===== src/rtl/scd_pkg.sv =====
`timescale 1ns / 1ps

package scd_pkg;

  // Directory geometry
  localparam int unsigned ENTRIES  = 64;
  localparam int unsigned IDX_W    = (ENTRIES > 1) ? $clog2(ENTRIES) : 1;
  localparam int unsigned CNT_W    = $clog2(ENTRIES + 1);
  localparam int unsigned SECTOR_W = 32;
  localparam int unsigned SLOT_W   = 6;
  localparam int unsigned OPCODE_W = 2;

  // Command queue between front and back
  localparam int unsigned QUEUE_DEPTH = 2;
  localparam int unsigned QPTR_W      = (QUEUE_DEPTH > 1) ? $clog2(QUEUE_DEPTH) : 1;
  localparam int unsigned QFILL_W     = $clog2(QUEUE_DEPTH + 1);

  // Opcodes as they arrive on the input port
  localparam logic [OPCODE_W-1:0] OPC_READ  = 2'd0;
  localparam logic [OPCODE_W-1:0] OPC_WRITE = 2'd1;
  localparam logic [OPCODE_W-1:0] OPC_FLUSH = 2'd2;

  typedef enum logic [1:0] {
    OP_READ,
    OP_WRITE,
    OP_FLUSH
  } op_e;

  typedef struct packed {
    op_e                 op;
    logic [SECTOR_W-1:0] sector;
  } cmd_t;

  typedef struct packed {
    logic valid;
    cmd_t cmd;
  } qhead_t;

endpackage


===== src/rtl/sector_cache_directory.sv =====
`timescale 1ns / 1ps
// A read or write hit, or a miss with room, goes through the command queue, the pop with tag compare
// and the decide state before its item is registered on the output; no new command is popped until
// decide is done. Flush or full-store miss: scan slots up to the last dirty one, one writeback item per
// dirty slot, or one closing item if none is dirty. A 2-deep command queue keeps accepting until full.
// Reset (async, active low) empties the queue, clears entry count, dirty bits and output valid;
// tags stay undefined and need no clearing pass, as no slot beyond the count is ever compared.

module sector_cache_directory import scd_pkg::*; (
  input  logic                clk_i,
  input  logic                rst_ni,
  input  logic                in_valid_i,
  output logic                in_ready_o,
  input  logic [OPCODE_W-1:0] opcode_i,
  input  logic [SECTOR_W-1:0] sector_i,
  output logic                out_valid_o,
  input  logic                out_ready_i,
  output logic                wb_valid_o,
  output logic [SECTOR_W-1:0] wb_sector_o,
  output logic [SLOT_W-1:0]   wb_slot_o,
  output logic                hit_o,
  output logic [SLOT_W-1:0]   slot_o,
  output logic                last_o
);

  qhead_t head;
  logic   pop;

  // Front end: decode the opcode, drop unused codes, queue the command
  scd_front u_front (
    .clk_i      (clk_i),
    .rst_ni     (rst_ni),
    .in_valid_i (in_valid_i),
    .in_ready_o (in_ready_o),
    .opcode_i   (opcode_i),
    .sector_i   (sector_i),
    .pop_i      (pop),
    .head_o     (head)
  );

  // Back end: tag compare, allocation, dirty tracking and writeback drain
  scd_back u_back (
    .clk_i       (clk_i),
    .rst_ni      (rst_ni),
    .head_i      (head),
    .pop_o       (pop),
    .out_valid_o (out_valid_o),
    .out_ready_i (out_ready_i),
    .wb_valid_o  (wb_valid_o),
    .wb_sector_o (wb_sector_o),
    .wb_slot_o   (wb_slot_o),
    .hit_o       (hit_o),
    .slot_o      (slot_o),
    .last_o      (last_o)
  );

endmodule


===== src/rtl/scd_front.sv =====
`timescale 1ns / 1ps

module scd_front import scd_pkg::*; (
  input  logic                clk_i,
  input  logic                rst_ni,
  input  logic                in_valid_i,
  output logic                in_ready_o,
  input  logic [OPCODE_W-1:0] opcode_i,
  input  logic [SECTOR_W-1:0] sector_i,
  input  logic                pop_i,
  output qhead_t              head_o
);

  logic              keep;
  op_e               dec_op;
  logic              push;
  cmd_t              q_mem [QUEUE_DEPTH];
  logic [QPTR_W-1:0] wr_ptr_q, wr_ptr_d;
  logic [QPTR_W-1:0] rd_ptr_q, rd_ptr_d;
  logic [QFILL_W-1:0] fill_q, fill_d;

  // Classify the opcode; drop the unused code at the door
  always_comb begin
    keep   = 1'b1;
    dec_op = OP_READ;
    unique case (opcode_i)
      OPC_READ:  dec_op = OP_READ;
      OPC_WRITE: dec_op = OP_WRITE;
      OPC_FLUSH: dec_op = OP_FLUSH;
      default:   keep   = 1'b0;
    endcase
  end

  assign in_ready_o = (fill_q != QFILL_W'(QUEUE_DEPTH));
  assign push       = in_valid_i && in_ready_o && keep;

  always_comb begin
    wr_ptr_d = push  ? wr_ptr_q + 1'b1 : wr_ptr_q;
    rd_ptr_d = pop_i ? rd_ptr_q + 1'b1 : rd_ptr_q;
    fill_d   = fill_q + QFILL_W'(push) - QFILL_W'(pop_i);
  end

  always_ff @(posedge clk_i or negedge rst_ni) begin
    if (!rst_ni) begin
      wr_ptr_q <= '0;
      rd_ptr_q <= '0;
      fill_q   <= '0;
    end else begin
      wr_ptr_q <= wr_ptr_d;
      rd_ptr_q <= rd_ptr_d;
      fill_q   <= fill_d;
    end
  end

  always_ff @(posedge clk_i) begin
    if (push) begin
      q_mem[wr_ptr_q] <= '{op: dec_op, sector: sector_i};
    end
  end

  assign head_o.valid = (fill_q != '0);
  assign head_o.cmd   = q_mem[rd_ptr_q];

endmodule


===== src/rtl/scd_back.sv =====
`timescale 1ns / 1ps

module scd_back import scd_pkg::*; (
  input  logic                clk_i,
  input  logic                rst_ni,
  input  qhead_t              head_i,
  output logic                pop_o,
  output logic                out_valid_o,
  input  logic                out_ready_i,
  output logic                wb_valid_o,
  output logic [SECTOR_W-1:0] wb_sector_o,
  output logic [SLOT_W-1:0]   wb_slot_o,
  output logic                hit_o,
  output logic [SLOT_W-1:0]   slot_o,
  output logic                last_o
);

  localparam logic [1:0] S_IDLE   = 2'd0;
  localparam logic [1:0] S_DECIDE = 2'd1;
  localparam logic [1:0] S_SCAN   = 2'd2;
  localparam logic [1:0] S_EMIT   = 2'd3;

  logic [1:0]          state_q, state_d;
  op_e                 op_q, op_d;
  logic [SECTOR_W-1:0] sec_q, sec_d;
  logic [ENTRIES-1:0]  match_q, match_d;
  logic [IDX_W-1:0]    idx_q, idx_d;
  logic [CNT_W-1:0]    count_q, count_d;
  logic [ENTRIES-1:0]  dirty_q, dirty_d;
  logic [SECTOR_W-1:0] tag_q [ENTRIES];
  logic [SECTOR_W-1:0] tag_mem [ENTRIES];
  logic [SECTOR_W-1:0] tag_rd_q;

  logic [ENTRIES-1:0]  valid_mask;
  logic                hit;
  logic [IDX_W-1:0]    hit_slot;
  logic                out_free;
  logic                is_flush;
  logic                full;
  logic [ENTRIES-1:0]  idx_oh;
  logic                only_dirty;
  logic                alloc_en;
  logic [IDX_W-1:0]    alloc_slot;
  logic                alloc_dirty;

  logic                emit;
  logic                e_wb;
  logic [SECTOR_W-1:0] e_sec;
  logic [SLOT_W-1:0]   e_wbslot;
  logic                e_hit;
  logic [SLOT_W-1:0]   e_slot;
  logic                e_last;

  logic                out_valid_q;
  logic                wb_valid_q;
  logic [SECTOR_W-1:0] wb_sector_q;
  logic [SLOT_W-1:0]   wb_slot_q;
  logic                hit_q;
  logic [SLOT_W-1:0]   slot_q;
  logic                last_q;

  // Parallel tag compare against the queue head, one comparator per slot
  always_comb begin
    for (int i = 0; i < ENTRIES; i++) begin
      valid_mask[i] = (CNT_W'(i) < count_q);
      match_d[i]    = valid_mask[i] && (tag_q[i] == head_i.cmd.sector);
    end
  end

  // Valid tags are unique, so the match vector is one-hot or empty
  always_comb begin
    hit_slot = '0;
    for (int i = 0; i < ENTRIES; i++) begin
      if (match_q[i]) begin
        hit_slot = hit_slot | IDX_W'(i);
      end
    end
  end

  assign hit         = |match_q;
  assign out_free    = !out_valid_q || out_ready_i;
  assign is_flush    = (op_q == OP_FLUSH);
  assign full        = (count_q == CNT_W'(ENTRIES));
  assign idx_oh      = {{(ENTRIES-1){1'b0}}, 1'b1} << idx_q;
  assign only_dirty  = ((dirty_q & ~idx_oh) == '0);
  assign alloc_dirty = (op_q == OP_WRITE);

  always_comb begin
    state_d    = state_q;
    op_d       = op_q;
    sec_d      = sec_q;
    idx_d      = idx_q;
    count_d    = count_q;
    dirty_d    = dirty_q;
    pop_o      = 1'b0;
    alloc_en   = 1'b0;
    alloc_slot = count_q[IDX_W-1:0];
    emit       = 1'b0;
    e_wb       = 1'b0;
    e_sec      = '0;
    e_wbslot   = '0;
    e_hit      = 1'b0;
    e_slot     = '0;
    e_last     = 1'b0;

    unique case (state_q)
      S_IDLE: begin
        if (head_i.valid) begin
          pop_o   = 1'b1;
          op_d    = head_i.cmd.op;
          sec_d   = head_i.cmd.sector;
          state_d = S_DECIDE;
        end
      end

      S_DECIDE: begin
        if (out_free) begin
          if (is_flush || (!hit && full)) begin
            if (dirty_q == '0) begin
              // Nothing to write back: one closing item, then empty the store (a miss keeps its sector in slot 0)
              emit    = 1'b1;
              e_last  = 1'b1;
              count_d = is_flush ? '0 : CNT_W'(1);
              if (!is_flush) begin
                alloc_en   = 1'b1;
                alloc_slot = '0;
                dirty_d[0] = alloc_dirty;
              end
              state_d = S_IDLE;
            end else begin
              idx_d   = '0;
              state_d = S_SCAN;
            end
          end else if (hit) begin
            emit   = 1'b1;
            e_hit  = 1'b1;
            e_slot = SLOT_W'(hit_slot);
            e_last = 1'b1;
            if (alloc_dirty) begin
              dirty_d[hit_slot] = 1'b1;
            end
            state_d = S_IDLE;
          end else begin
            alloc_en            = 1'b1;
            dirty_d[alloc_slot] = alloc_dirty;
            count_d             = count_q + 1'b1;
            emit                = 1'b1;
            e_slot              = SLOT_W'(alloc_slot);
            e_last              = 1'b1;
            state_d             = S_IDLE;
          end
        end
      end

      S_SCAN: begin
        // Skip clean slots; the tag read for idx_q lands next cycle
        if (dirty_q[idx_q]) begin
          state_d = S_EMIT;
        end else begin
          idx_d = idx_q + 1'b1;
        end
      end

      S_EMIT: begin
        if (out_free) begin
          emit           = 1'b1;
          e_wb           = 1'b1;
          e_sec          = tag_rd_q;
          e_wbslot       = SLOT_W'(idx_q);
          e_last         = only_dirty;
          dirty_d[idx_q] = 1'b0;
          if (only_dirty) begin
            count_d = is_flush ? '0 : CNT_W'(1);
            if (!is_flush) begin
              alloc_en   = 1'b1;
              alloc_slot = '0;
              dirty_d[0] = alloc_dirty;
            end
            state_d = S_IDLE;
          end else begin
            idx_d   = idx_q + 1'b1;
            state_d = S_SCAN;
          end
        end
      end

      default: state_d = S_IDLE;
    endcase
  end

  always_ff @(posedge clk_i or negedge rst_ni) begin
    if (!rst_ni) begin
      state_q     <= S_IDLE;
      count_q     <= '0;
      dirty_q     <= '0;
      idx_q       <= '0;
      out_valid_q <= 1'b0;
    end else begin
      state_q     <= state_d;
      count_q     <= count_d;
      dirty_q     <= dirty_d;
      idx_q       <= idx_d;
      out_valid_q <= emit ? 1'b1 : (out_ready_i ? 1'b0 : out_valid_q);
    end
  end

  always_ff @(posedge clk_i) begin
    op_q  <= op_d;
    sec_q <= sec_d;
    if (pop_o) begin
      match_q <= match_d;
    end
    if (emit) begin
      wb_valid_q  <= e_wb;
      wb_sector_q <= e_sec;
      wb_slot_q   <= e_wbslot;
      hit_q       <= e_hit;
      slot_q      <= e_slot;
      last_q      <= e_last;
    end
  end

  // Tag registers feed the comparators; the memory copy serves writeback reads
  always_ff @(posedge clk_i) begin
    if (alloc_en) begin
      tag_q[alloc_slot] <= sec_q;
    end
  end

  always_ff @(posedge clk_i) begin
    if (alloc_en) begin
      tag_mem[alloc_slot] <= sec_q;
    end
    tag_rd_q <= tag_mem[idx_q];
  end

  assign out_valid_o = out_valid_q;
  assign wb_valid_o  = wb_valid_q;
  assign wb_sector_o = wb_sector_q;
  assign wb_slot_o   = wb_slot_q;
  assign hit_o       = hit_q;
  assign slot_o      = slot_q;
  assign last_o      = last_q;

endmodule


===== config.mk =====
export PLATFORM = sky130hd
export DESIGN_NAME = sector_cache_directory
export DESIGN_NICKNAME = d
export VERILOG_FILES = /design/src/rtl/scd_pkg.sv /design/src/rtl/sector_cache_directory.sv /design/src/rtl/scd_front.sv /design/src/rtl/scd_back.sv
export SDC_FILE = /design/constraint.sdc
export NUM_CORES = 2
export LEC_CHECK = 0
export BUFFER_PORTS_ARGS = -buffer_cell sky130_fd_sc_hd__buf_4
export CAP_MARGIN = 20
export CORE_UTILIZATION = 58
export CTS_CLUSTER_DIAMETER = 200
export DETAILED_ROUTE_END_ITERATION = 10
export PLACE_DENSITY_LB_ADDON = 0.08
export SYNTH_ARGS = -nofsm -noshare
export SYNTH_HDL_FRONTEND = slang
export SYNTH_MEMORY_MAX_BITS = 65536
export SYNTH_SLANG_ARGS = --single-unit

===== constraint.sdc =====
create_clock -name clk_i -period 9.6 [get_ports clk_i]
set_input_delay 0.48 -clock clk_i [delete_from_list [all_inputs] [get_ports clk_i]]
set_output_delay 0.48 -clock clk_i [all_outputs]
set_load 0.02 [all_outputs]

==> metrics.md <==
| Metric | Value |
|---|---|
| Status | `complete, but fails checks` |
| Failing checks | `design-rule violations` |
| Place WS | `3940 ps` |
| Post-synth cell types | `79` |
| Clock root buffer master | `clkbuf_16` |
| Cell taking the most area after synthesis | `edfxtp_1` |
| Starting density of the core | `0.585` |
| LEAKAGE | `40.3 nW` |
| Multiplexer area fraction after synthesis | `0.00504` |
| Final instance area | `0.127 mm2` |
| Setup crit end kind | `flip-flop` |
| Setup ws final | `about 3700 ps` |
| CTS Buffer Depth | `3` |
| Clock insertion delay at the later pin of the skew report | `980 ps` |
| Die Span Y | `443 um` |
| GRT met1 Usage | `0.684` |
| YS warnings | `0` |
| Worst Path Class, Setup | `reg2reg` |
| CTS Hold Bufs | `37` |
| Comb power frac | `0.418` |
| Nets | `8,449` |
| Final WL | `~560,000 um` |
| Cell Chain, Critical Path | `buf_4 > mux2i_4 > buf_12 > buf_4 > xnor2_1 > nor4_1 > nand4_1 > or4_1 > nor4_2` |
| Slew margin rel. | `0.109` |
| Net Count, Synth | `8,357` |
| Critical Path Slowest Stage Cell | `buf_4` |
| Worst reg2reg path startpoint | `u_front.rd_ptr_q$_DFFE_PN0P_` |
| XOR/XNOR share of the synthesized area | `0.159` |
| Largest family of logic cells by synthesized area | `XOR/XNOR gates` |
| Compound-Gate Fraction of Synth Area | `0.116` |
| CORE AREA | `around 0.19 mm2` |
| Met2 usage | `0.735` |
| PwrDens | `between 300 and 400 mW/mm2` |
| CTS tree | `done` |
| Die area | `0.196 mm2` |
| Final setup fails | `0` |
| Layout area overhead | `12.9%` |
| Fmax | `0.169 GHz` |
| Count leader, synth | `edfxtp_1` |
| TNS Setup | `0 ps` |
| Critical path peak fanout | `46` |
| Crit path DAT | `6510 ps` |
| Fillers | `about 14,000` |
| Synthesized area | `about 0.11 mm2` |
| First-pass GRT wire length | `730,000 um` |
| Total chip power | `39.3 mW` |
| Sw power | `around 17 mW` |
| Sequential share of the synthesized area | `0.626` |
| Via count | `roughly 90,000` |
| Routed vias/inst | `8.02` |
| Clock skew | `79.2 ps` |
| Clock network fraction of total power | `0.261` |
| I/O Buffers | `86` |
| TritonCTS Buffers | `239` |
| Num ports | `a little under 90` |
| First DRT Iteration DRCs | `21,200` |
| Syn Area/Cell | `between 10 and 15 um2` |
| CTS sink cnt | `2,377` |
| Worst Setup Start Kind | `flip-flop` |
| Data required, critical path | `10,200 ps` |
| Drc violations | `1` |
| RSZ-0062 raised after global routing | `false` |
| Crit path time final | `5910 ps` |
| Met3 Use GR | `0.289` |
| Sequential power share | `0.320` |
| First-pass iteration count of the detailed router | `11` |
| Post-Synth Simple-Gate Area | `0.0690` |
| Die width | `443 um` |
| Sw Ratio | `0.439` |
| Hold Vio Cnt, Final | `0` |
| Antenna Violating Nets Remaining | `0` |
| Max cap viols | `0` |
| Syn Inst Count | `between 8,000 and 9,000` |
| Multi-input logic area | `0.0406 mm2` |
| RD Place Congestion | `1.08` |
| Final period utilization | `0.615` |
| Final Max Slew Viols | `0` |
| Largest cells by area after synthesis | `edfxtp_1 60%, xor2_1 9.6%, xnor2_1 6.3%` |
| Adder-Cell Fraction of Synth Area | `0.00111` |
| Setup Buffers After CTS | `0` |
| Vias in the first global route | `about 83,000` |
| Clk slew on worst S/H paths | `60 ps` |
| # rows | `161` |
| Top_reg_cell synth | `edfxtp_1` |
| Routed len/inst | `~50 um` |
| Tot GR Track Use | `0.554` |
| P_int | `around 22 mW` |
| Critical path startpoint | `u_front.rd_ptr_q$_DFFE_PN0P_` |
| GR peak layer | `met2` |
| Hold Crit Class | `in2reg` |
| FF+latch area | `a little over 0.07 mm2` |
| Synthesized flop and latch total | `roughly 2,400` |
| GRT overflow | `0` |
| Most frequent CP cell | `buf_4` |
| Share of layout cells above drive strength 1 | `0.114` |
| # H-tree levels | `4` |
| Worst slew pin tran | `1330 ps` |
| Hold Path Origin | `in_valid_i` |
| Post-cts sizing count | `0` |
| Detailed placement HPWL | `371,000 um` |
| Initial antenna violation count | `87` |
| EDFF count, synth | `2,261` |
| Post-synth top cells | `2,261 x edfxtp_1, 1,238 x xor2_1, 810 x xnor2_1, 634 x a22oi_1, 450 x nand4_1` |
| VDD IR max | `0.490 mV` |
| Share of the synthesized area in the top cell type | `0.602` |
| CP peak stage delay | `between 800 and 900 ps` |
| Post-DP Area | `0.118 mm2` |
| Synth async-reset ratio | `0.0353` |
| Largest net degree at the start of global routing | `97` |
==> cell type report <==
| type | count | area share |
|---|---|---|
| Antenna cell | 47 | 0.000924 |
| Clock buffer | 271 | 0.0482 |
| Timing Repair Buffer | 448 | 0.0323 |
| Multi-Input combinational cell | 5288 | 0.319 |
| Sequential cell | 2377 | 0.555 |
| Clock inverter | 183 | 0.0185 |
| Tap cell | 2526 | 0.0248 |
| Inverter | 47 | 0.00139 |
==> flip-flops by register name (all words and copies together) (netlist names) <==
register,count
u_front.wr_ptr_q,1
u_front.rd_ptr_q,1
u_back.tag_q,1952
u_back.hit_o,1
u_back.sec_q,32
u_back.dirty_q,64
u_front.q_mem,68
u_back.match_q,64
u_back.wb_slot_o,6
u_back.tag_rd_q,32
u_back.slot_o,6
u_back.op_q,2
u_back.count_q,7
u_front.fill_q,2
u_back.state_q,2
u_back.tag_mem,96
u_back.last_o,1
u_back.wb_valid_o,1
u_back.out_valid_o,1
u_back.wb_sector_o,32
u_back.idx_q,6
==> worst paths after layout <==
check                      depth (start not counted)                                  end  slack (ps)
hold reg to reg                                    1  u_back.wb_sector_o[6]$_SDFFCE_PN0P_         500
max in group asynchronous                          3         u_front.rd_ptr_q$_DFFE_PN0P_        8100
setup / recovery                                   9          u_back.match_q[8]$_DFFE_PP_        3690
min in group asynchronous                          2       u_back.dirty_q[42]$_DFFE_PN0P_          40
setup reg to reg                                   9          u_back.match_q[8]$_DFFE_PP_        3690
hold / removal                                     3         u_front.wr_ptr_q$_DFFE_PN0P_          30
==> metal layers <==
layer,wire (um),share of wire
met5,646,0.0012
met4,52900,0.095
met3,107000,0.19
met2,216000,0.39
met1,179000,0.32
==> power groups by stage <==
stage / sequential (mW) / combinational [mW] / clock, mW
floorplan: 13.0 / 7.18 / 0
global route: 12.6 / 15.9 / 10.5
detailed placement: 12.8 / 15.0 / 0
CTS: 12.6 / 15.1 / 10.1
global placement: 12.8 / 14.9 / 0
finish: 12.6 / 16.4 / 10.3
==> worst max-delay path: cells and delay by family (launching register included) <==
family / cells / cell delay (ps)
multiplexers: 1 / 380
AND/OR/NAND/NOR: 4 / 2130
flip-flops: 1 / 730
buffers and inverters: 3 / 1880
XOR/XNOR: 1 / 140
==> per-stage QoR <==
step / hold slack, ps / utilization / cells
floorplan: 184 / - / 8309
global placement: 426 / 0.610 / 10600
detailed placement: 433 / 0.612 / 10600
CTS: 20.7 / 0.658 / 11100
global route: 71.1 / 0.660 / 11200
finish: 26.5 / 0.661 / 11200
==> cell usage in the layout (no fill, tap or decap), drive strengths merged, types with 32 or more instances in the layout <==
cell         instances
o21ai              231
dfrtp               84
inv                 50
nand3               73
clkbuf             271
diode               47
a22oi              634
dfxtp               32
xnor2              810
edfxtp            2261
a21oi              159
nor2               107
nand4              450
a22o               198
nand2              146
dlygate4sd3         37
nor4               352
buf                411
clkinv             120
a31oi              273
a21boi              42
a221oi             203
nor3                58
bufinv              48
mux2i               35
and2                47
xor2              1238
==> kinds of logic (layout without fill, tap and decap cells) <==
family                     after synthesis  after routing
xor gates and xnor gates              2048           2048
and+or+nand+nor                       1351           1351
AOI/OAI and AO/OA                     1829           1829
buffers and inverters                  644            949
adders and majority gates               10             10
muxes                                   50             50
other                                    0             47
DFF                                   2377           2377
No activity file was read; power rests on OpenSTA's default activity.
